### src/hdl/plcl_pkg.sv
// Shared types and constants for the particle cell-list builder.
package plcl_pkg;

    localparam int ID_W         = 16;
    localparam int POS_W        = 24;
    localparam int CELLS_W      = 13;
    localparam int CNT_W        = 17;
    localparam int INDEX_OUT_W  = 12;
    localparam int CFG_DATA_W   = 24;
    localparam int CFG_INDEX_W  = 2;
    localparam int CELL_SHIFT   = 10;
    localparam int COUNT_FIELD_MAX = 131071;
    localparam int QUEUE_DEPTH  = 2;

    localparam logic [CFG_INDEX_W-1:0] REG_CELLS_X = 2'd0;
    localparam logic [CFG_INDEX_W-1:0] REG_CELLS_Y = 2'd1;
    localparam logic [CFG_INDEX_W-1:0] REG_CELLS_Z = 2'd2;
    localparam logic [CFG_INDEX_W-1:0] REG_Z_START = 2'd3;

    typedef enum logic
    {
        OP_CLEAR  = 1'b0,
        OP_INSERT = 1'b1
    } op_t;

    // Classified command passed from front to back.
    typedef struct packed
    {
        op_t             op;
        logic            cfg_bad;
        logic [ID_W-1:0] particle_id;
    } cmd_t;

    // One cell record in the cell RAM.
    typedef struct packed
    {
        logic             head_valid;
        logic [ID_W-1:0]  head_id;
        logic [CNT_W-1:0] count;
    } entry_t;

endpackage

### src/hdl/plcl_front.sv
// Front end: accepts items, computes cell index and config check in three stages.
module plcl_front #(
    parameter int MAX_CELLS = 4096,
    parameter int IDX_W     = 12
) (
    input  logic                              clk,
    input  logic                              rst_n,
    input  logic                              in_valid,
    output logic                              in_stall,
    input  logic                              hold,
    input  logic                              opcode,
    input  logic [plcl_pkg::ID_W-1:0]         particle_id,
    input  logic [plcl_pkg::POS_W-1:0]        pos_x,
    input  logic [plcl_pkg::POS_W-1:0]        pos_y,
    input  logic [plcl_pkg::POS_W-1:0]        pos_z,
    input  logic [plcl_pkg::CELLS_W-1:0]      cells_x,
    input  logic [plcl_pkg::CELLS_W-1:0]      cells_y,
    input  logic [plcl_pkg::CELLS_W-1:0]      cells_z,
    input  logic [plcl_pkg::POS_W-1:0]        z_start,
    output logic                              push_valid,
    input  logic                              push_full,
    output plcl_pkg::cmd_t                    push_cmd,
    output logic [IDX_W-1:0]                  push_idx
);

    localparam int RAW_W  = plcl_pkg::POS_W - plcl_pkg::CELL_SHIFT;
    localparam int CW     = plcl_pkg::CELLS_W;
    localparam int P1_W   = 2 * CW;
    localparam int SUM_W  = P1_W + 1;
    localparam int P2_W   = SUM_W + CW;
    localparam int TOT_W  = 3 * CW;

    function automatic logic [CW-1:0] clamp_axis(
        input logic [plcl_pkg::POS_W-1:0] span,
        input logic [CW-1:0]              count
    );
        logic [RAW_W-1:0] raw;
        logic [RAW_W-1:0] top;
        raw = span[plcl_pkg::POS_W-1:plcl_pkg::CELL_SHIFT];
        top = RAW_W'(count) - RAW_W'(1);
        return (raw > top) ? top[CW-1:0] : raw[CW-1:0];
    endfunction

    logic                    en;
    logic                    accept;
    logic [plcl_pkg::POS_W-1:0] dz;
    logic [SUM_W-1:0]        s2_sum;
    logic [P2_W-1:0]         s2_prod;

    logic                    s1_valid_reg, s1_valid_next;
    logic                    s2_valid_reg, s2_valid_next;
    logic                    s3_valid_reg, s3_valid_next;
    plcl_pkg::cmd_t          s1_cmd_reg, s2_cmd_reg, s3_cmd_reg;
    logic [CW-1:0]           s1_ix_reg, s1_iy_reg, s1_iz_reg;
    logic [CW-1:0]           s2_ix_reg, s2_iy_reg, s3_ix_reg;
    logic [P1_W-1:0]         s1_cxy_reg, s2_t1_reg;
    logic [TOT_W-1:0]        s2_total_reg;
    logic                    s1_zero_reg, s2_zero_reg;
    logic [IDX_W-1:0]        s3_part_reg;

    assign en       = !s3_valid_reg || !push_full;
    assign in_stall = !en || hold;
    assign accept   = in_valid && !in_stall;

    assign dz = (pos_z >= z_start) ? (pos_z - z_start) : '0;

    assign s2_sum  = SUM_W'(s2_iy_reg) + SUM_W'(s2_t1_reg);
    assign s2_prod = P2_W'(cells_x) * P2_W'(s2_sum);

    assign s1_valid_next = en ? accept : s1_valid_reg;
    assign s2_valid_next = en ? s1_valid_reg : s2_valid_reg;
    assign s3_valid_next = en ? s2_valid_reg : s3_valid_reg;

    always_ff @(posedge clk or negedge rst_n)
    begin
        if (!rst_n)
        begin
            s1_valid_reg <= 1'b0;
            s2_valid_reg <= 1'b0;
            s3_valid_reg <= 1'b0;
        end
        else
        begin
            s1_valid_reg <= s1_valid_next;
            s2_valid_reg <= s2_valid_next;
            s3_valid_reg <= s3_valid_next;
        end
    end

    always_ff @(posedge clk)
    begin
        if (en)
        begin
            // stage 1: axis cells, x*y extent
            s1_cmd_reg.op          <= plcl_pkg::op_t'(opcode);
            s1_cmd_reg.cfg_bad     <= 1'b0;
            s1_cmd_reg.particle_id <= particle_id;
            s1_ix_reg   <= clamp_axis(pos_x, cells_x);
            s1_iy_reg   <= clamp_axis(pos_y, cells_y);
            s1_iz_reg   <= clamp_axis(dz, cells_z);
            s1_cxy_reg  <= P1_W'(cells_x) * P1_W'(cells_y);
            s1_zero_reg <= (cells_x == '0) || (cells_y == '0) || (cells_z == '0);

            // stage 2: cells_y * z, total cell count
            s2_cmd_reg   <= s1_cmd_reg;
            s2_ix_reg    <= s1_ix_reg;
            s2_iy_reg    <= s1_iy_reg;
            s2_t1_reg    <= P1_W'(cells_y) * P1_W'(s1_iz_reg);
            s2_total_reg <= TOT_W'(s1_cxy_reg) * TOT_W'(cells_z);
            s2_zero_reg  <= s1_zero_reg;

            // stage 3: cells_x * (y + cells_y * z), range check
            s3_cmd_reg.op          <= s2_cmd_reg.op;
            s3_cmd_reg.particle_id <= s2_cmd_reg.particle_id;
            s3_cmd_reg.cfg_bad     <= s2_zero_reg || (s2_total_reg > TOT_W'(MAX_CELLS));
            s3_ix_reg   <= s2_ix_reg;
            s3_part_reg <= IDX_W'(s2_prod);
        end
    end

    assign push_valid = s3_valid_reg;
    assign push_cmd   = s3_cmd_reg;
    assign push_idx   = IDX_W'(s3_ix_reg) + s3_part_reg;

endmodule

### config.mk
export PLATFORM = sky130hd
export DESIGN_NAME = plcl_front
export DESIGN_NICKNAME = d
export VERILOG_FILES = /design/src/hdl/plcl_pkg.sv /design/src/hdl/plcl_front.sv
export SDC_FILE = /design/constraint.sdc
export NUM_CORES = 2
export LEC_CHECK = 0
export ABC_AREA = 1
export BUFFER_PORTS_ARGS = -buffer_cell sky130_fd_sc_hd__buf_2
export CAP_MARGIN = 20
export CORE_ASPECT_RATIO = 1.2
export CORE_UTILIZATION = 50
export DETAILED_ROUTE_END_ITERATION = 7
export GPL_ROUTABILITY_DRIVEN = 0
export PLACE_DENSITY = 0.7
export SLEW_MARGIN = 20
export SYNTH_ARGS = -nofsm -noshare
export SYNTH_HDL_FRONTEND = slang
export SYNTH_SLANG_ARGS = --single-unit
### constraint.sdc
create_clock -name clk -period 5.51 [get_ports clk]
set_input_delay 0.2755 -clock clk [delete_from_list [all_inputs] [get_ports clk]]
set_output_delay 0.2755 -clock clk [all_outputs]
set_load 0.01 [all_outputs]
==> impl_metrics.py <==
metrics = {
    "status": {
        "outcome": "complete, but fails checks",
        "violations": "negative setup slack",
    },
    "place": {
        "dpl_cell_area_um2": 34700,
        "dp.cells": 4839,
        "dp_hpwl_mm": 62.9,
        "numPortBuffers": 168,
    },
    "yosys": {
        "synth_area_um2": 31900,
        "netlist_instances": 3792,
        "synthArstFlopShare_pct": 1.38,
        "synthMuxAreaShare_pct": 0,
        "synth_ff_type": "edfxtp_1",
        "yosys.area_share.simple_pct": 16.0,
        "synth-xor-area-share_pct": 4.14,
        "synth_top_family_by_area": "adder cells",
        "synth_compound_area_share_pct": 5.00,
        "synth.yosys.warnings": 0,
        "synth_edf_count": 215,
        "synth_fa_ha_area_share_pct": 41.2,
        "synth.distinct_cells": 52,
        "syn-num-nets": 4720,
        "syn_area_per_cell_um2": 8.40,
        "ys_ff_latch": 218,
        "synth-seq-area-share_pct": 20.5,
    },
    "timing": {
        "setup_violations": 1,
        "max_freq_ghz": 0.169,
        "fin_crit_sh_pct": 107,
        "whs_ns": 0.0240,
        "rsz0062_at_grt": "yes",
        "maxSlewViolCount": 0,
        "finClkSkew_ns": 0.0213,
        "worst_pin_slew_ns": 0.924,
        "fin_ws_ns": -0.394,
        "final.setup.tns_ns": -0.394,
        "min_period_ns": 5.90,
        "relSlewSlack_pct": 38.4,
        "hold_viol": 0,
    },
    "worst_setup_path": {
        "worstPathArrival_ns": 6.22,
        "slowest_delay_ns": 0.44,
        "end_kind": "register",
        "critical_path_class": "reg2reg",
        "path_common_cell": "buf_4",
        "cp_slowest_cell": "edfxtp_1",
        "path_max_fanout": 3,
        "cp-start-kind": "register",
        "cp.required_ns": 5.83,
    },
    "global_routing": {
        "use_met1_pct": 29.7,
        "grt_pass1_wl_mm": 127,
        "grt_max_degree": 126,
        "grt_usage_pct": 24.6,
        "use_met2_pct": 44.8,
        "antenna_found_initial": 5,
        "first_global_vias": 26100,
        "grt_util_met3_pct": 2.49,
        "top_usage_layer": "met2",
        "grt-ovfl-total": 0,
    },
    "route": {
        "drt_iter0_drc": 1281,
        "drt-wirelength-per-cell_um": 15.6,
        "dr.pass1.iters": 5,
        "drc": 0,
        "vias": 25000,
        "via_per_inst": 5.03,
        "wl_mm": 77.8,
        "drtAntennaViolNets": 0,
    },
    "clocking": {
        "clk_pin_slew_ns": 0.06,
        "ctsHtreeMaxLevel": 1,
        "cts_made_buffers": 26,
        "clock_latency_ns": 0.57,
        "cts_num_sinks": 218,
        "cts_tree": "yes",
        "clockBufferDepth": 3,
        "cts_root_buffer": "clkbuf_16",
    },
    "floorplan": {
        "placeableCoreArea_um2": 63200,
        "fp-row-count": 101,
        "die_w_um": 232,
        "die_area_um2": 64700,
        "die_height_um": 278,
        "start_util_pct": 50.4,
        "io_pins": 189,
    },
    "finish": {
        "register_area_um2": 6530,
        "final_cells": 4976,
        "stdcell_area_um2": 36600,
        "multi_input_area_um2": 21500,
        "largest_reg_flops": 39,
        "fin_nets": 5063,
        "syn_to_final_growth_pct": 15.0,
        "n_fill_cell": 5544,
        "drive_gt1_share_pct": 13.4,
    },
    "min_path": {
        "hold_class": "in2reg",
    },
    "flow_run": {
        "max_cap_violations": 0,
    },
}
[cell usage in the layout, fill, tap and decap left out, types with 14 or more instances in the layout]
cell	netlist	layout
nor3_1	16	14
fa_1	465	462
nand3_1	75	71
edfxtp_1	215	215
inv_1	963	958
o21ai_0	84	82
xnor2_1	45	45
xor2_1	102	102
ha_1	306	293
buf_2	7	168
buf_4	2	255
nor2_1	124	120
a21oi_1	131	123
nand4_1	22	22
dlygate4sd3_1	0	23
nand2_1	985	972
clkbuf_16	0	26
[what timing repair did]
item | CTS | global route
hold buffers | 23 | 0
endpoints found under the hold margin | 24 | 0
pin swaps | 13 | 23
buffers inserted | 32 | 38
endpoints found under the setup margin | 1 | 17
gates cloned | 0 | 0
resized for setup | 15 | 47
[worst max-delay path, delay by kind of cell, from the launching register on]
| family | cells | cell delay (ns) |
|---|---|---|
| simple gates | 15 | 1.09 |
| fa+ha+maj | 1 | 0.32 |
| flops | 1 | 0.44 |
| buf+inv | 32 | 3.82 |
[final timing paths]
check                                             from                         to  slack, ns  cells after the start
worst min register to register  s1_ix_reg[2]$_DFFE_PN_     s2_ix_reg[2]$_DFFE_PN_       0.41                      0
min in group asynchronous                        rst_n     push_valid$_DFFE_PN0N_       0.10                      2
worst min-delay path                         push_full   s1_valid_reg$_DFFE_PN0N_       0.02                      3
worst max register to register  s2_t1_reg[3]$_DFFE_PN_  s3_part_reg[11]$_DFFE_PN_      -0.39                     48
worst max-delay path            s2_t1_reg[3]$_DFFE_PN_  s3_part_reg[11]$_DFFE_PN_      -0.39                     48
max in group asynchronous                        rst_n   s1_valid_reg$_DFFE_PN0N_       5.29                      2
[per-stage QoR]
stage               util [%]  setup WS, ns
finish                  58.0        -0.394
global route            58.0        -0.710
CTS                     57.2        -0.306
detailed placement      54.9        -0.556
global placement        54.9        -0.456
floorplan                  -        -0.290
[per-layer routing]
metal | routed length (µm) | vias to the layer above
met2 | 40300 | 686
met1 | 30700 | 12100
li1 | - | 12100
met3 | 3860 | 169
met4 | 2940 | 6
met5 | 36 | -
[cells in the mapped netlist (all sizes together) (7+ instances only)]
cell type | number | area share, %
nand3b | 7 | 0.16
a21oi | 134 | 2.1
xnor2 | 45 | 1.2
o21bai | 9 | 0.21
nor4 | 16 | 0.38
ha | 306 | 12
nor2 | 125 | 1.5
inv | 967 | 11
fa | 465 | 29
nand4 | 22 | 0.43
clkbuf | 85 | 1.0
edfxtp | 215 | 20
a21o | 13 | 0.31
o211ai | 7 | 0.16
nand3 | 83 | 1.4
nand2 | 989 | 12
a31oi | 8 | 0.16
buf | 52 | 0.66
nor3 | 18 | 0.31
o21ai | 94 | 1.5
xor2 | 104 | 2.9
[final cells by class]
type | count | share of cell area, %
Antenna cell | 1 | 0.00683
Clock buffer | 31 | 1.83
Clock inverter | 13 | 0.615
Inverter | 967 | 9.91
Multi-Input combinational cell | 2470 | 58.6
Sequential cell | 218 | 17.8
Tap cell | 824 | 2.81
Timing Repair Buffer | 452 | 8.43
[kinds of logic after synthesis]
logic type,count (synthesis)
xor gates and xnor gates,149
AOI/OAI and AO/OA,284
DFF,218
buffers and inverters,1104
adders and majority gates,771
and+or+nand+nor,1266
Power is not shown: default switching activity piles up to over one toggle a cycle in this logic, so the estimate is an artifact.
