===== src/hdl/plcl_pkg.sv =====
// Shared types and constants for the particle cell-list builder.
package plcl_pkg;

    localparam int ID_W         = 16;
    localparam int POS_W        = 24;
    localparam int CELLS_W      = 13;
    localparam int CNT_W        = 17;
    localparam int INDEX_OUT_W  = 12;
    localparam int CFG_DATA_W   = 24;
    localparam int CFG_INDEX_W  = 2;
    localparam int CELL_SHIFT   = 10;
    localparam int COUNT_FIELD_MAX = 131071;
    localparam int QUEUE_DEPTH  = 2;

    localparam logic [CFG_INDEX_W-1:0] REG_CELLS_X = 2'd0;
    localparam logic [CFG_INDEX_W-1:0] REG_CELLS_Y = 2'd1;
    localparam logic [CFG_INDEX_W-1:0] REG_CELLS_Z = 2'd2;
    localparam logic [CFG_INDEX_W-1:0] REG_Z_START = 2'd3;

    typedef enum logic
    {
        OP_CLEAR  = 1'b0,
        OP_INSERT = 1'b1
    } op_t;

    // Classified command passed from front to back.
    typedef struct packed
    {
        op_t             op;
        logic            cfg_bad;
        logic [ID_W-1:0] particle_id;
    } cmd_t;

    // One cell record in the cell RAM.
    typedef struct packed
    {
        logic             head_valid;
        logic [ID_W-1:0]  head_id;
        logic [CNT_W-1:0] count;
    } entry_t;

endpackage


===== src/hdl/plcl_back.sv =====
// Back end: cell RAM sweep, read-modify-write of head and count, result register.
module plcl_back #(
    parameter int MAX_CELLS     = 4096,
    parameter int MAX_PARTICLES = 65536,
    parameter int IDX_W         = 12
) (
    input  logic                                 clk,
    input  logic                                 rst_n,
    input  logic                                 pop_valid,
    output logic                                 pop,
    input  plcl_pkg::cmd_t                       pop_cmd,
    input  logic [IDX_W-1:0]                     pop_idx,
    output logic                                 init_busy,
    output logic                                 ram_we,
    output logic [IDX_W-1:0]                     ram_waddr,
    output plcl_pkg::entry_t                     ram_wdata,
    output logic [IDX_W-1:0]                     ram_raddr,
    input  plcl_pkg::entry_t                     ram_rdata,
    output logic                                 out_valid,
    input  logic                                 out_stall,
    output logic [plcl_pkg::INDEX_OUT_W-1:0]     cell_index,
    output logic [plcl_pkg::ID_W-1:0]            next_particle,
    output logic                                 next_valid,
    output logic [plcl_pkg::CNT_W-1:0]           cell_count,
    output logic                                 config_error
);

    localparam int CNT_W = plcl_pkg::CNT_W;
    localparam logic [CNT_W-1:0] COUNT_LIM = CNT_W'((MAX_PARTICLES > plcl_pkg::COUNT_FIELD_MAX)
                                                    ? plcl_pkg::COUNT_FIELD_MAX
                                                    : MAX_PARTICLES);
    localparam logic [IDX_W-1:0] LAST_CELL = IDX_W'(MAX_CELLS - 1);

    typedef enum logic [2:0]
    {
        ST_SWEEP  = 3'b001,
        ST_IDLE   = 3'b010,
        ST_MODIFY = 3'b100
    } state_t;

    state_t                  state_reg, state_next;
    logic [IDX_W-1:0]        sweep_reg, sweep_next;
    logic                    init_reg, init_next;
    logic [IDX_W-1:0]        idx_reg, idx_next;
    logic [plcl_pkg::ID_W-1:0] pid_reg, pid_next;
    logic                    out_valid_reg, out_valid_next;
    logic [plcl_pkg::INDEX_OUT_W-1:0] out_index_reg, out_index_next;
    logic [plcl_pkg::ID_W-1:0] out_next_reg, out_next_next;
    logic                    out_nvalid_reg, out_nvalid_next;
    logic [CNT_W-1:0]        out_count_reg, out_count_next;
    logic                    out_err_reg, out_err_next;
    logic                    out_take;
    logic                    out_free;
    logic [CNT_W-1:0]        new_count;

    assign out_take  = out_valid_reg && !out_stall;
    assign out_free  = !out_valid_reg || out_take;
    assign new_count = (ram_rdata.count < COUNT_LIM) ? ram_rdata.count + CNT_W'(1)
                                                     : ram_rdata.count;
    assign ram_raddr = pop_idx;

    always_comb
    begin
        state_next      = state_reg;
        sweep_next      = sweep_reg;
        init_next       = init_reg;
        idx_next        = idx_reg;
        pid_next        = pid_reg;
        out_valid_next  = out_take ? 1'b0 : out_valid_reg;
        out_index_next  = out_index_reg;
        out_next_next   = out_next_reg;
        out_nvalid_next = out_nvalid_reg;
        out_count_next  = out_count_reg;
        out_err_next    = out_err_reg;
        pop             = 1'b0;
        ram_we          = 1'b0;
        ram_waddr       = sweep_reg;
        ram_wdata       = '0;
        unique case (state_reg)
            ST_SWEEP:
            begin
                ram_we = 1'b1;
                if (sweep_reg == LAST_CELL)
                begin
                    state_next = ST_IDLE;
                    init_next  = 1'b0;
                end
                else
                begin
                    sweep_next = sweep_reg + IDX_W'(1);
                end
            end
            ST_IDLE:
            begin
                if (pop_valid && out_free)
                begin
                    pop             = 1'b1;
                    out_valid_next  = 1'b1;
                    out_index_next  = '0;
                    out_next_next   = '0;
                    out_nvalid_next = 1'b0;
                    out_count_next  = '0;
                    out_err_next    = 1'b0;
                    unique case (pop_cmd.op)
                        plcl_pkg::OP_CLEAR:
                        begin
                            state_next = ST_SWEEP;
                            sweep_next = '0;
                        end
                        plcl_pkg::OP_INSERT:
                        begin
                            if (pop_cmd.cfg_bad)
                            begin
                                out_err_next = 1'b1;
                            end
                            else
                            begin
                                // result comes after the RAM read
                                out_valid_next = out_take ? 1'b0 : out_valid_reg;
                                idx_next       = pop_idx;
                                pid_next       = pop_cmd.particle_id;
                                state_next     = ST_MODIFY;
                            end
                        end
                        default:
                        begin
                            state_next = ST_IDLE;
                        end
                    endcase
                end
            end
            ST_MODIFY:
            begin
                ram_we               = 1'b1;
                ram_waddr            = idx_reg;
                ram_wdata.head_valid = 1'b1;
                ram_wdata.head_id    = pid_reg;
                ram_wdata.count      = new_count;
                out_valid_next       = 1'b1;
                out_index_next       = plcl_pkg::INDEX_OUT_W'(idx_reg);
                out_next_next        = ram_rdata.head_id;
                out_nvalid_next      = ram_rdata.head_valid;
                out_count_next       = new_count;
                out_err_next         = 1'b0;
                state_next           = ST_IDLE;
            end
            default:
            begin
                state_next = ST_IDLE;
            end
        endcase
    end

    always_ff @(posedge clk or negedge rst_n)
    begin
        if (!rst_n)
        begin
            state_reg     <= ST_SWEEP;
            sweep_reg     <= '0;
            init_reg      <= 1'b1;
            out_valid_reg <= 1'b0;
        end
        else
        begin
            state_reg     <= state_next;
            sweep_reg     <= sweep_next;
            init_reg      <= init_next;
            out_valid_reg <= out_valid_next;
        end
    end

    always_ff @(posedge clk)
    begin
        idx_reg        <= idx_next;
        pid_reg        <= pid_next;
        out_index_reg  <= out_index_next;
        out_next_reg   <= out_next_next;
        out_nvalid_reg <= out_nvalid_next;
        out_count_reg  <= out_count_next;
        out_err_reg    <= out_err_next;
    end

    assign init_busy     = init_reg;
    assign out_valid     = out_valid_reg;
    assign cell_index    = out_index_reg;
    assign next_particle = out_next_reg;
    assign next_valid    = out_nvalid_reg;
    assign cell_count    = out_count_reg;
    assign config_error  = out_err_reg;

endmodule


===== config.mk =====
export PLATFORM = sky130hd
export DESIGN_NAME = plcl_back
export DESIGN_NICKNAME = d
export VERILOG_FILES = /design/src/hdl/plcl_pkg.sv /design/src/hdl/plcl_back.sv
export SDC_FILE = /design/constraint.sdc
export NUM_CORES = 1
export LEC_CHECK = 0
export BUFFER_PORTS_ARGS = -buffer_cell sky130_fd_sc_hd__buf_2
export CAP_MARGIN = 20
export CORE_ASPECT_RATIO = 1.25
export CORE_MARGIN = 2
export CORE_UTILIZATION = 50
export CTS_BUF_LIST = sky130_fd_sc_hd__clkbuf_4 sky130_fd_sc_hd__clkbuf_8 sky130_fd_sc_hd__clkbuf_16
export DETAILED_ROUTE_END_ITERATION = 10
export GPL_ROUTABILITY_DRIVEN = 0
export PLACE_DENSITY_LB_ADDON = 0.05
export REMOVE_ABC_BUFFERS = 1
export SLEW_MARGIN = 20
export SYNTH_ARGS = -nofsm -noshare
export SYNTH_HDL_FRONTEND = slang
export SYNTH_SLANG_ARGS = --single-unit

===== constraint.sdc =====
create_clock -name clk -period 5.1 [get_ports clk]
set_input_delay 0.255 -clock clk [delete_from_list [all_inputs] [get_ports clk]]
set_output_delay 0.255 -clock clk [all_outputs]
set_load 0.02 [all_outputs]

==> qor.csv <==
stage,metric,value,unit
final_layout,nets,576,
floorplanning,Die W,86.9,um
synth,Synth Warn #,0,
global_route,pin count of the biggest net entering global routing,54,
routing,Post-route DRC,0,
place,IO Port Bufs,176,
timing,crit path time final,2.27,ns
clocking,H-tree Lvls,3,
pwr,total power,1.81,mW
timing,worst-margin pin slew,0.589,ns
routing,vias,3202,
timing,Final Hold Fails,0,
clocking,Root Driver,clkbuf_8,
clocking,clock sinks,92,
floorplanning,Site Rows,37,
final_layout,# diodes,0,
timing,Max Transition Viols Final,0,
hold_path,hold crit path type,in2reg,
pwr,PwrDens,337,nW/um2
floorplanning,Die Y-Extent,108,um
synth,Synth Cell Area,4300,um2
synth,number of synthesized flops with an enable pin,75,
synth,predominant post-synthesis flop cell,edfxtp_1,
place,Post-DP Area,5170,um2
routing,wire length per cell,15.6,um
clocking,worst skew pair latency,0.37,ns
pwr,Reg power frac,52.6,%
place,pre-CTS WS,3.01,ns
pwr,sw frac,30.2,%
routing,initial DRC count,156,
timing,worst hold slack,0.0510,ns
floorplanning,Initial Util,51.8,%
pwr,Lkg Pwr,2.55,nW
status,status,"complete, no violations",
pwr,power share of the combinational group,20.1,%
worst_setup_path,CP Launch Type,flip-flop,
synth,Mean Syn Cell Area,12.6,um2
timing,Final Worst Setup Slack,2.83,ns
timing,Final setup viols,0,
clocking,"CTS clk-pin slew, worst paths",0.09,ns
pwr,Sw Pwr,0.546,mW
worst_setup_path,Worst Path Required,4.85,ns
clocking,cts bufs inserted,9,
synth,Mapped Cells,341,
worst_setup_path,critical path peak fanout,43,
worst_setup_path,Worst Setup End Kind,primary output,
final_layout,layout cells sized above 1,45.4,%
global_route,number of global-route vias before repair,3055,
timing,setup TNS,0,ns
synth,"Seq/Total Area, Yosys",62.4,%
timing,RSZ-0062 raised after global routing,false,
routing,total wire length,9.46,mm
place,HPWL Detailed,6.72,mm
timing,worst relative slew slack,60.7,%
routing,Post-DRT Antenna Nets,0,
synth,Yosys reg bits,92,
clocking,maximum clock path buffer count,2,
pwr,Clk pwr share,27.3,%
floorplanning,full die area,9350,um2
clocking,TritonCTS clock tree,yes,
pwr,Internal Power,1.27,mW
worst_setup_path,crit path kind,reg2out,
floorplanning,boundary pin count,177,
floorplanning,core box area,8290,um2
final_layout,layout overhead on the synthesized area,25.2,%
pwr,VDD IR max,277,uV
timing,final worst path period share,44.5,%
timing,fmax,440,MHz
synth,Synth async-reset ratio,18.5,%
global_route,first-pass GRT wire length,14.5,mm
global_route,GR Overflow Total,0,
final_layout,final instance area,5380,um2
timing,Final Skew,0.00952,ns
routing,Vias/cell,5.27,
final_layout,max reg flops,17,
global_route,GRT Overall Usage,20.5,%
run,# Max-Cap Violations,0,
clocking,Resized Gates After CTS,0,
worst_setup_path,crit path DAT,2.02,ns
routing,First-pass DRT Iterations,4,
global_route,antenna violations before repair,0,
synth,"Distinct cells, synth",55,
-- layout make-up --
class                      instances  area (um2)
fill                             687        2910
sequential                        92        2680
multi-input combinational        215        1430
timing repair buffer             181         921
clock buffer                       9         124
tap                               97         121
clock inverter                     7        73.8
inverter                           7        26.3
-- kinds of logic after synthesis --
logic type | share of synthesized area [%]
buf+inv | 4.43
compound gates | 9.47
mux | 1.05
fa+ha+maj | 0.582
xor+xnor | 1.84
simple gates | 20.2
flops | 62.4
-- metrics by stage --
stage          std cells  utilization, %
3_5_place_dp         591            62.4
2_1_floorplan        314               -
5_1_grt              608            64.9
3_3_place_gp         591            62.4
4_1_cts              608            64.9
6_report             608            64.9
-- worst paths after layout --
check / start / to / slack (ns) / cells after the start
setup reg to reg: state_reg[2] / pid_reg[8] / 3.00 / 4
max in group asynchronous: rst_n / state_reg[0] / 4.43 / 2
hold reg to reg: init_busy / init_busy / 0.47 / 1
min in group asynchronous: rst_n / sweep_reg[11] / 0.35 / 2
setup / recovery: state_reg[0] / ram_wdata[11] / 2.83 / 6
hold / removal: pop_cmd[7] / pid_reg[7] / 0.05 / 1
-- worst max-delay path, cell delays in order, from the launching register on --
cell and delay, ns:
dfstp_2 0.56, nor2_1 0.05, nand2_1 0.08, buf_4 0.39, nor2_1 0.12, a31o_2 0.27, buf_2 0.16
-- routing by layer --
metal  global-route usage, %  vias up  part of all wire (%)
met2                    33.4      123                    51
met5                       0        -                     0
li1                        -     1557                     -
met1                    25.1     1509                    40
met3                    5.44       13                   6.7
met4                    9.49        0                   2.2
-- layout by cell type, fill, tap and decap left out, drive strengths merged, types with 2 or more instances in the layout --
master | synthesis | routed
nor2 | 35 | 35
nand2 | 20 | 20
nor4 | 7 | 7
ha | 2 | 2
nand4 | 3 | 3
clkbuf | 11 | 9
o211ai | 2 | 2
dfstp | 2 | 2
and2 | 46 | 46
a21o | 14 | 14
and3 | 2 | 2
a221o | 2 | 2
dfrtp | 15 | 15
and4 | 2 | 2
mux2i | 3 | 3
xor2 | 2 | 2
clkinv | 0 | 4
o22a | 4 | 4
a21oi | 8 | 8
nand3 | 11 | 11
nor3 | 8 | 8
nand2b | 4 | 4
a41o | 2 | 2
xnor2 | 7 | 7
nor3b | 2 | 2
buf | 16 | 180
or3b | 2 | 2
a31o | 6 | 6
edfxtp | 75 | 75
o21ai | 6 | 6
o41ai | 2 | 2
a211o | 2 | 2
inv | 7 | 9
or3 | 2 | 2
-- synth_stat cells (3+ instances only) --
library cell | instances | area [um2]
nand2b_1 | 4 | 25.0
o22a_2 | 4 | 40.0
edfxtp_1 | 75 | 2250
nand2_1 | 20 | 75.1
xnor2_1 | 7 | 61.3
nand3_1 | 6 | 30.0
mux2i_1 | 3 | 30.0
a21oi_1 | 8 | 40.0
dfrtp_1 | 15 | 375
nor2_1 | 34 | 128
buf_4 | 12 | 90.1
a31o_2 | 6 | 52.6
and2_1 | 46 | 288
a21o_1 | 11 | 82.6
nand4_1 | 3 | 18.8
nor4_4 | 3 | 63.8
o21ai_0 | 6 | 30.0
clkbuf_1 | 10 | 37.5
nor3_1 | 8 | 40.0
nor4_1 | 4 | 25.0
nand3_2 | 4 | 40.0
a21o_2 | 3 | 26.3
inv_1 | 7 | 26.3
-- power by group through the flow --
stage / Combinational, mW / Clock, mW / Sequential, mW
after global routing: 0.393 / 0.536 / 0.963
after CTS: 0.370 / 0.508 / 0.954
final: 0.365 / 0.494 / 0.953
after detailed placement: 0.369 / 0 / 0.970
after global placement: 0.366 / 0 / 0.966
after floorplan: 0.141 / 0 / 1.04
-- timing repair --
item,in CTS,in global routing
buffers inserted,0,0
hold buffers,1,0
hold endpoints to repair,15,0
Note: power is estimated with default switching activity, not from simulation.
