$ cat src/hdl/plcl_queue.sv
// Small register FIFO between front and back.
module plcl_queue #(
    parameter int WIDTH = 32,
    parameter int DEPTH = 2
) (
    input  logic             clk,
    input  logic             rst_n,
    input  logic             push,
    input  logic [WIDTH-1:0] push_data,
    output logic             full,
    output logic             pop_valid,
    input  logic             pop,
    output logic [WIDTH-1:0] pop_data
);

    localparam int PTR_W = (DEPTH > 1) ? $clog2(DEPTH) : 1;
    localparam int CNT_W = $clog2(DEPTH + 1);

    logic [WIDTH-1:0] mem_reg [DEPTH];
    logic [PTR_W-1:0] wr_ptr_reg, wr_ptr_next;
    logic [PTR_W-1:0] rd_ptr_reg, rd_ptr_next;
    logic [CNT_W-1:0] count_reg, count_next;
    logic             do_push, do_pop;

    assign full      = (count_reg == CNT_W'(DEPTH));
    assign pop_valid = (count_reg != '0);
    assign do_push   = push && !full;
    assign do_pop    = pop && pop_valid;
    assign pop_data  = mem_reg[rd_ptr_reg];

    always_comb
    begin
        wr_ptr_next = wr_ptr_reg;
        rd_ptr_next = rd_ptr_reg;
        count_next  = count_reg;
        if (do_push)
        begin
            wr_ptr_next = (wr_ptr_reg == PTR_W'(DEPTH - 1)) ? '0 : wr_ptr_reg + PTR_W'(1);
        end
        if (do_pop)
        begin
            rd_ptr_next = (rd_ptr_reg == PTR_W'(DEPTH - 1)) ? '0 : rd_ptr_reg + PTR_W'(1);
        end
        if (do_push && !do_pop)
        begin
            count_next = count_reg + CNT_W'(1);
        end
        else if (do_pop && !do_push)
        begin
            count_next = count_reg - CNT_W'(1);
        end
    end

    always_ff @(posedge clk or negedge rst_n)
    begin
        if (!rst_n)
        begin
            wr_ptr_reg <= '0;
            rd_ptr_reg <= '0;
            count_reg  <= '0;
        end
        else
        begin
            wr_ptr_reg <= wr_ptr_next;
            rd_ptr_reg <= rd_ptr_next;
            count_reg  <= count_next;
        end
    end

    always_ff @(posedge clk)
    begin
        if (do_push)
        begin
            mem_reg[wr_ptr_reg] <= push_data;
        end
    end

endmodule

$ cat config.mk
export PLATFORM = sky130hd
export DESIGN_NAME = plcl_queue
export DESIGN_NICKNAME = d
export VERILOG_FILES = /design/src/hdl/plcl_queue.sv
export SDC_FILE = /design/constraint.sdc
export NUM_CORES = 1
export LEC_CHECK = 0
export ABC_CLOCK_PERIOD_IN_PS = 4450
export BUFFER_PORTS_ARGS = -buffer_cell sky130_fd_sc_hd__buf_2
export CORE_MARGIN = 10
export CORE_UTILIZATION = 54
export DETAILED_ROUTE_END_ITERATION = 16
export PLACE_DENSITY = 0.91
export RECOVER_POWER = 50
export SYNTH_ARGS = -nofsm -noshare
export SYNTH_HDL_FRONTEND = slang
export SYNTH_SLANG_ARGS = --single-unit
$ cat constraint.sdc
create_clock -name clk -period 4.45 [get_ports clk]
set_input_delay 1.335 -clock clk [delete_from_list [all_inputs] [get_ports clk]]
set_output_delay 1.335 -clock clk [all_outputs]
set_load 0.02 [all_outputs]
==> results of run 1 <==
logic make-up after synthesis:
family                     after synthesis  synth area share, %
adders and majority gates                1                0.470
buffers and inverters                    6                 2.96
muxes                                   32                 17.6
and+or+nand+nor                          7                 1.36
DFF                                     68                 75.9
xor gates and xnor gates                 5                 1.65
cells in the final DEF (no fill, tap or decap), drive strengths merged:
master,n
inv,2
xor2,2
mux2,32
buf,56
ha,1
nor2,2
clkbuf,25
or2,1
and3,1
edfxtp,64
xnor2,3
nand2b,1
clkinv,4
nand2,2
dfrtp,4
worst register-to-register path, stage by stage, from the launching register on:
cell	delay, ns
dfrtp_1	0.41
nand2b_1	0.16
and3_1	0.61
buf_4	0.39
where the power goes:
group / switching [W] / internal, W / leakage (nW) / total [W]
Combinational: 0.000379 / 0.000359 / 0.547 / 0.000737
Sequential: 0.000123 / 0.000879 / 0.640 / 0.00100
Clock: 0.000198 / 0.000194 / 0.0780 / 0.000392
layer usage:
layer / global-route usage [%] / vias to the layer above / routed length, microns / part of all wire (%)
li1: - / 611 / - / -
met1: 11.3 / 612 / 1760 / 40
met2: 18.3 / 50 / 2230 / 50
met3: 5.82 / 9 / 373 / 8.4
met4: 5.57 / 0 / 61 / 1.4
met5: 0 / - / 0 / 0
area by class of cell:
cell class	count	area, sq um
repair buffers	70	335
fillers	346	1590
inverters	2	7.51
clock buffers	11	131
flip-flops and latches	68	2020
well taps	67	83.8
clock inverters	4	17.5
multi-input cells	45	567
final timing paths:
| check | startpoint | endpoint | slack, ns | cells past startpoint |
|---|---|---|---|---|
| min | count_reg[1]$_DFFE_PN0P_ | count_reg[1]$_DFFE_PN0P_ | 0.50 | 1 |
| max in group asynchronous | rst_n | rd_ptr_reg$_DFFE_PN0P_ | 3.39 | 1 |
| max reg2reg | count_reg[0]$_DFFE_PN0P_ | mem_reg[1][8]$_DFFE_PP_ | 2.56 | 3 |
| min in group asynchronous | rst_n | wr_ptr_reg$_DFFE_PN0N_ | 0.84 | 1 |
| max | rd_ptr_reg$_DFFE_PN0P_ | pop_data[15] | 1.17 | 2 |
| min reg2reg | count_reg[1]$_DFFE_PN0P_ | count_reg[1]$_DFFE_PN0P_ | 0.50 | 1 |
through the flow:
step | instance area (sq um) | total power [W]
after global placement | 3040 | 0.00175
after floorplan | 2660 | 0.00160
final | 3170 | 0.00213
after detailed placement | 3040 | 0.00177
after global routing | 3170 | 0.00225
after CTS | 3190 | 0.00217
==> run_results.csv, run 1 <==
group,metric,value,unit
logic_synthesis,synth.distinct_cells,16,
place,place.gp.congestion,0.659,
global_route,grt_pass1_wl,7070,microns
setup_path,cp.required,3.12,ns
detailed_routing,antenna_left,0,
setup_path,crit_fanout,33,
sta,drv_slew,0,
detailed_routing,vias,1282,
layout,final_util,66.6,%
logic_synthesis,synth.most_common_cell,"edfxtp_1",
detailed_routing,drcViolationCount,0,
setup_path,crit_arrival,1.95,ns
setup_path,start_kind,"flip-flop",
sta,worstMarginPinSlew,1.01,ns
clock_tree,hold_buffers,0,
sta,max_freq,305,MHz
logic_synthesis,synth_top_area_share,72.2,%
die,fp.dieW,90.2,microns
status,outcome,"finished, final reports clean",
worst_hold_path,hold_class,"flip-flop to flip-flop",
logic_synthesis,syn_nets,156,
layout,layout-drive-gt1-share,50.5,%
die,dieArea,8140,sq um
setup_path,cp_slowest_cell,"dfrtp_2",
clock_tree,cts_root_buf,"clkbuf_8",
logic_synthesis,yosysWarnings,0,
sta,clock_skew,0.00380,ns
clock_tree,tritoncts,"built",
global_route,grt_use_total,11.1,%
logic_synthesis,ys_ff_latch,68,
layout,n_antenna_cell,0,
setup_path,cp_top_family,"flip-flops",
pwr,ir_drop,0.440,mV
logic_synthesis,ys_seq_area_share,75.9,%
global_route,gr-total-overflow,0,
clock_tree,cts.sinks,68,
place,place_ws,1.49,ns
setup_path,path_buf_inv,1,
run,maxCapViolCount,0,
clock_tree,post_cts_buffers,0,
setup_path,slowest_delay,1.02,ns
clock_tree,path_clk_slew,0.06,ns
setup_path,path_class,"flip-flop to output port",
pwr,leakage,1.26,nW
sta,rsz0062_at_grt,"false",
detailed_routing,drtPass1Iterations,4,
detailed_routing,routed_wl,4430,microns
die,initial_core_util,56.0,%
pwr,power.density,673,nW/um^2
detailed_routing,viasPerCell,4.80,
place,io_buffers,69,
logic_synthesis,netlist_area,2660,sq um
clock_tree,cts_resized,0,
logic_synthesis,synth_ff_type,"edfxtp_1",
global_route,grt_pass1_vias,1419,
logic_synthesis,async_flop_share,5.88,%
sta,min_period,3.28,ns
layout,area_growth,18.9,%
place,numPlacedInstances,252,
setup_path,crit_path_end_kind,"output port",
sta,finalSetupViolCount,0,
logic_synthesis,syn_inst,119,
layout,fin_nets,233,
die,std_cell_rows,25,
clock_tree,cts_buffers,9,
clock_tree,clockBufferDepth,2,
sta,hold_slack,0.499,ns
sta,hold_violations,0,
clock_tree,clk_latency,0.32,ns
layout,stdcell_count,267,
die,core,4750,sq um
sta,setup_tns,0,ns
global_route,antenna_found_initial,0,
die,die_h,90.2,microns
clock_tree,cts_max_level,3,
sta,fin_ws,1.17,ns
detailed_routing,first_iter_violations,81,
layout,largest_reg_flops,64,
die,ios,70,
sta,fin_crit_sh,73.7,%
logic_synthesis,synthTopCellsByCount,"edfxtp_1, mux2_4, dfrtp_1",
global_route,grt_start_max_net_pins,34,
place,dp_hpwl,3120,microns
logic_synthesis,syn_area_per_cell,22.4,sq um
logic_synthesis,netlist.top_cell.by_area,"edfxtp_1",
setup_path,crit_path_cell_trace,"mux2_2, buf_2",
sta,slew-limit-headroom,32.9,%
logic_synthesis,synth_edf_count,64,
detailed_routing,wl_per_cell,16.6,microns
logic_synthesis,synth_area_leaders,"edfxtp_1, mux2_4, dfrtp_1",
Power figures use the tool's default switching activity.
==> inputs of run 2 (changes only) <==
- ABC_AREA: unset -> 1
- ABC_CLOCK_PERIOD_IN_PS: 4450 -> 3100
- CORE_UTILIZATION: 54 -> 53
- PLACE_DENSITY: 0.91 -> 0.89
- clock period: 4.45 -> 3.1 ns (I/O delays scaled with it)
==> run 2 against run 1 <==
Cell area up 10%. Critical path type unchanged. Sequential share of layout area down 6.0 points. First-iteration DRC count up 7.4%.
==> run_results.csv, run 2 <==
group,metric,value,unit
setup_path,cp.required,2.17,ns
logic_synthesis,synth.distinct_cells,19,
sta,slew-limit-headroom,27.4,%
place,dp_hpwl,3790,microns
place,numPlacedInstances,334,
sta,clock_skew,0.00556,ns
pwr,leakage,1.51,nW
pwr,power.density,1020,nW/um^2
setup_path,path_class,"flip-flop to output port",
layout,fin_nets,312,
logic_synthesis,synth_area_leaders,"edfxtp_1, nand2_4, nand2_2",
layout,fillers,386,
sta,hold_violations,0,
logic_synthesis,syn_inst,199,
status,outcome,"finished, final reports clean",
pwr,ir_drop,0.673,mV
clock_tree,clockBufferDepth,2,
logic_synthesis,synth_ff_type,"edfxtp_1",
clock_tree,cts.sinks,68,
clock_tree,cts_root_buf,"clkbuf_8",
sta,fin_crit_sh,79.5,%
worst_hold_path,hold_class,"input pin to asynchronous set/reset pin",
die,core,5240,sq um
global_route,grt_pass1_wl,8670,microns
setup_path,crit_arrival,1.53,ns
layout,layout_common_cells,"edfxtp_1, buf_2, nand2_1",
die,ios,70,
clock_tree,tritoncts,"built",
detailed_routing,drtPass1Iterations,4,
detailed_routing,viasPerCell,4.71,
clock_tree,path_clk_slew,0.07,ns
sta,hold_slack,0.420,ns
place,io_buffers,69,
sta,finalSetupViolCount,0,
die,initial_core_util,55.9,%
detailed_routing,wl_per_cell,15.4,microns
detailed_routing,routed_wl,5380,microns
clock_tree,cts_buffers,9,
logic_synthesis,netlist.top_cell.by_area,"edfxtp_1",
clock_tree,cts_resized,0,
sta,min_period,2.46,ns
sta,rsz0062_at_grt,"false",
die,std_cell_rows,26,
detailed_routing,vias,1650,
die,dieArea,8890,sq um
logic_synthesis,synthTopCellsByCount,"edfxtp_1, nand2_1, nand2_2",
sta,drv_slew,0,
logic_synthesis,netlist_area,2930,sq um
sta,max_freq,406,MHz
logic_synthesis,ys_ff_latch,68,
run,maxCapViolCount,0,
clock_tree,cts_max_level,3,
logic_synthesis,syn_nets,236,
detailed_routing,antenna_left,0,
layout,layout_commonest_cell,"edfxtp_1",
logic_synthesis,synth_top_area_share,65.7,%
place,place.gp.congestion,0.690,
layout,largest_reg_flops,64,
layout,n_antenna_cell,0,
global_route,antenna_found_initial,0,
sta,worstMarginPinSlew,1.09,ns
layout,layout-drive-gt1-share,50.4,%
global_route,grt_use_total,12.9,%
logic_synthesis,yosysWarnings,0,
clock_tree,post_cts_buffers,0,
global_route,gr-total-overflow,0,
detailed_routing,drcViolationCount,0,
setup_path,crit_fanout,33,
logic_synthesis,synth_edf_count,64,
logic_synthesis,async_flop_share,5.88,%
setup_path,crit_path_end_kind,"output port",
clock_tree,clk_latency,0.34,ns
global_route,grt_pass1_vias,1818,
logic_synthesis,synth.most_common_cell,"edfxtp_1",
die,die_h,94.3,microns
setup_path,start_kind,"flip-flop",
logic_synthesis,syn_area_per_cell,14.7,sq um
global_route,grt_start_max_net_pins,34,
layout,area_growth,19.2,%
die,fp.dieW,94.3,microns
layout,stdcell_count,350,
sta,setup_tns,0,ns
detailed_routing,first_iter_violations,87,
clock_tree,hold_buffers,0,
logic_synthesis,ys_seq_area_share,69.1,%
run 2: area by class of cell:
type | count | area [sq um] | area share, %
clock buffer | 9 | 124 | 3.55
clock inverter | 7 | 91.3 | 2.62
inverter | 8 | 37.5 | 1.08
multi-input combinational | 116 | 766 | 21.9
sequential | 68 | 2020 | 57.9
tap | 70 | 87.6 | 2.51
timing repair buffer | 72 | 362 | 10.4
run 2: logic make-up (layout without fill, tap and decap cells):
kind of cell,Yosys count,count (layout),synth area share [%]
AND/OR/NAND/NOR,113,113,25.5
buffers and inverters,15,96,4.49
flip-flops,68,68,69.1
adder cells (fa/ha/maj),1,1,0.427
AO/OA/AOI/OAI,1,1,0.171
XOR/XNOR,1,1,0.299
run 2: routing by layer:
layer	routed length, microns	track usage, %
met3	496	6.31
met4	84	5.95
met2	2780	21.7
met1	2020	13.3
met5	0	0
run 2: final timing paths:
kind,endpoint,cells past startpoint,slack (ns),start
setup / recovery,pop_data[16],4,0.64,rd_ptr_reg$_DFFE_PN0P_
hold / removal,wr_ptr_reg$_DFFE_PN0N_,1,0.42,rst_n
setup reg to reg,mem_reg[1][7]$_DFFE_PP_,3,1.06,count_reg[0]$_DFFE_PN0P_
hold reg to reg,wr_ptr_reg$_DFFE_PN0N_,2,0.48,wr_ptr_reg$_DFFE_PN0N_
max in group asynchronous,rd_ptr_reg$_DFFE_PN0P_,1,2.48,rst_n
min in group clk,wr_ptr_reg$_DFFE_PN0N_,2,0.48,wr_ptr_reg$_DFFE_PN0N_
run 2: power by group:
part	leakage, nW	switching [W]	internal (W)
Combinational	0.764	0.000979	0.000441
Clock	0.0989	0.000320	0.000448
Sequential	0.643	0.000111	0.00126
run 2: worst max-delay path, cell delays in order (launching register included):
cell and delay (ns):
dfrtp_1 0.44, buf_4 0.37, nand2_1 0.15, nand2_2 0.09
buf_2 0.16
run 2: stage by stage:
stage / util, % / area, sq um / power (W) / worst slack [ns]
3_5_place_dp: 63.2 / 3310 / 0.00286 / 0.973
3_3_place_gp: 63.2 / 3310 / 0.00281 / 1.01
5_1_grt: 66.6 / 3490 / 0.00379 / 0.524
4_1_cts: 67.3 / 3520 / 0.00364 / 0.604
6_report: 66.6 / 3490 / 0.00356 / 0.636
2_1_floorplan: - / 2930 / 0.00253 / 0.289
==> inputs of run 3 (changes only) <==
- ABC_AREA: 1 -> 0
- ABC_CLOCK_PERIOD_IN_PS: 3100 -> 2500
- CORE_UTILIZATION: 53 -> 52
- clock period: 3.1 -> 2.5 ns (I/O delays scaled with it)
==> run 3 against run 2 <==
Cell count decreased by 22%. Wire length down 15%. Clock-buffer cell count unchanged. Register-to-register slack got worse by 0.52 ns. Sequential share of layout area up 3.9 points. Cell area down 6.3%. Sequential cell count did not move. Die area decreased by 5.8%.
==> run_results.csv, run 3 (synthesis results as in run 1) <==
group,metric,value,unit
place,numPlacedInstances,256,
die,die_h,91.6,microns
die,fp.dieW,91.6,microns
layout,multi_input_area,569,sq um
layout,layout_commonest_cell,"edfxtp_1",
global_route,grt_use_total,11.1,%
sta,hold_slack,0.237,ns
layout,n_antenna_cell,0,
setup_path,crit_arrival,1.44,ns
clock_tree,cts_resized,0,
layout,layout-drive-gt1-share,50.7,%
detailed_routing,viasPerCell,4.77,
pwr,pwr-share-comb,37.0,%
global_route,grt_start_max_net_pins,24,
detailed_routing,drtPass1Iterations,4,
clock_tree,tritoncts,"built",
clock_tree,cts.sinks,68,
global_route,grt_pass1_wl,7140,microns
clock_tree,path_clk_slew,0.07,ns
die,initial_core_util,54.9,%
detailed_routing,antenna_left,0,
clock_tree,cts_max_level,3,
sta,hold_violations,0,
global_route,grt_pass1_vias,1443,
clock_tree,clockBufferDepth,2,
sta,finalSetupViolCount,0,
die,ios,70,
sta,drv_slew,0,
pwr,clkPwrFrac,22.5,%
die,dieArea,8380,sq um
detailed_routing,vias,1298,
layout,stdcell_count,272,
sta,setup_tns,0,ns
pwr,internal_power,0.00280,W
layout,largest_reg_flops,64,
layout,fillers,327,
sta,fin_crit_sh,87.8,%
sta,clock_skew,0.00774,ns
detailed_routing,first_iter_violations,61,
clock_tree,cts_buffers,9,
status,outcome,"finished, final reports clean",
setup_path,ff2ff_setup_slack,0.54,ns
global_route,antenna_found_initial,0,
global_route,gr-total-overflow,0,
clock_tree,clk_latency,0.33,ns
run,maxCapViolCount,0,
worst_hold_path,hold_class,"input pin to asynchronous set/reset pin",
clock_tree,hold_buffers,0,
setup_path,r2r-end,"mem_reg[1][24]$_DFFE_PP_",
setup_path,crit_path_end_kind,"output port",
pwr,power.density,1250,nW/um^2
die,core,4850,sq um
detailed_routing,wl_per_cell,16.7,microns
clock_tree,cts_root_buf,"clkbuf_8",
setup_path,r2r_cells,3,
sta,max_freq,456,MHz
pwr,switching_share,31.6,%
place,dp_hpwl,3350,microns
clock_tree,post_cts_buffers,0,
pwr,pwr-share-seq,40.6,%
pwr,p_total,0.00409,W
global_route,met3_usage,7.41,%
pwr,leakage,1.31,nW
sta,rsz0062_at_grt,"false",
global_route,grt_use_met2,16.9,%
layout,seq_area,2020,sq um
global_route,busiest_layer,"met2",
setup_path,start_kind,"flip-flop",
global_route,grtUsageMet1,11.9,%
pwr,ir_drop,0.692,mV
setup_path,cp.required,1.75,ns
die,std_cell_rows,25,
sta,worstMarginPinSlew,1.10,ns
detailed_routing,routed_wl,4550,microns
setup_path,path_class,"flip-flop to output port",
layout,area_growth,22.8,%
setup_path,rr_startpoint,"count_reg[0]$_DFFE_PN0P_",
layout,layout_common_cells,"edfxtp_1, buf_2, mux2_4",
setup_path,crit_fanout,23,
sta,min_period,2.19,ns
pwr,power_switching,0.00129,W
place,io_buffers,69,
place,place.gp.congestion,0.668,
layout,fin_nets,237,
detailed_routing,drcViolationCount,0,
sta,slew-limit-headroom,26.9,%
==> run 3: cell count changes in the layout (fill, tap and decap cells not counted), moves of 6 or more <==
cell,before,now
nand2_4,30,0
nand2_2,33,1
nand2_1,44,1
mux2_4,0,29
clkbuf_1,12,18
==> run 3: layout make-up <==
cell class              instances  share of cell area (%)
clock buffers                   9                    3.79
clock inverters                 7                    2.49
inverters                       2                   0.230
multi-input cells              45                    17.4
flip-flops and latches         68                    61.9
well taps                      67                    2.56
repair buffers                 74                    11.6
==> run 3: stage by stage <==
stage,utilization (%),setup slack (ns),area (sq um)
after detailed placement,63.8,0.611,3090
final,67.4,0.305,3270
after global placement,63.8,0.646,3090
after floorplan,-,0.411,2670
after CTS,68.0,0.271,3300
after global routing,67.4,0.240,3270
==> run 3: critical path, stage by stage, from the launching register on <==
cell	delay [ns]
dfrtp_2	0.38
buf_12	0.20
mux2_2	0.36
buf_2	0.16
==> run 3: metal layers <==
layer / wire length [microns] / part of all wire (%)
met5: 0 / 0
met4: 45 / 0.99
met3: 631 / 14
met2: 2120 / 47
met1: 1750 / 38
==> run 3: power groups by stage <==
stage / clock network [W] / registers [W] / logic [W]
after global routing: 0.000992 / 0.00169 / 0.00161
after floorplan: 0 / 0.00165 / 0.00120
final: 0.000918 / 0.00166 / 0.00151
after global placement: 0 / 0.00166 / 0.00153
after detailed placement: 0 / 0.00168 / 0.00155
after CTS: 0.000938 / 0.00166 / 0.00156
==> run 3: how the worst max path moves through the flow <==
stage                                      start                        to  cells past startpoint
after floorplan                             push   mem_reg[0][0]$_DFFE_PP_                      2
after global placement                      push  mem_reg[0][17]$_DFFE_PP_                      4
after detailed placement                    push  mem_reg[0][17]$_DFFE_PP_                      4
after CTS                 rd_ptr_reg$_DFFE_PN0P_              pop_data[16]                      3
after global routing      rd_ptr_reg$_DFFE_PN0P_              pop_data[15]                      3
final                     rd_ptr_reg$_DFFE_PN0P_              pop_data[16]                      3
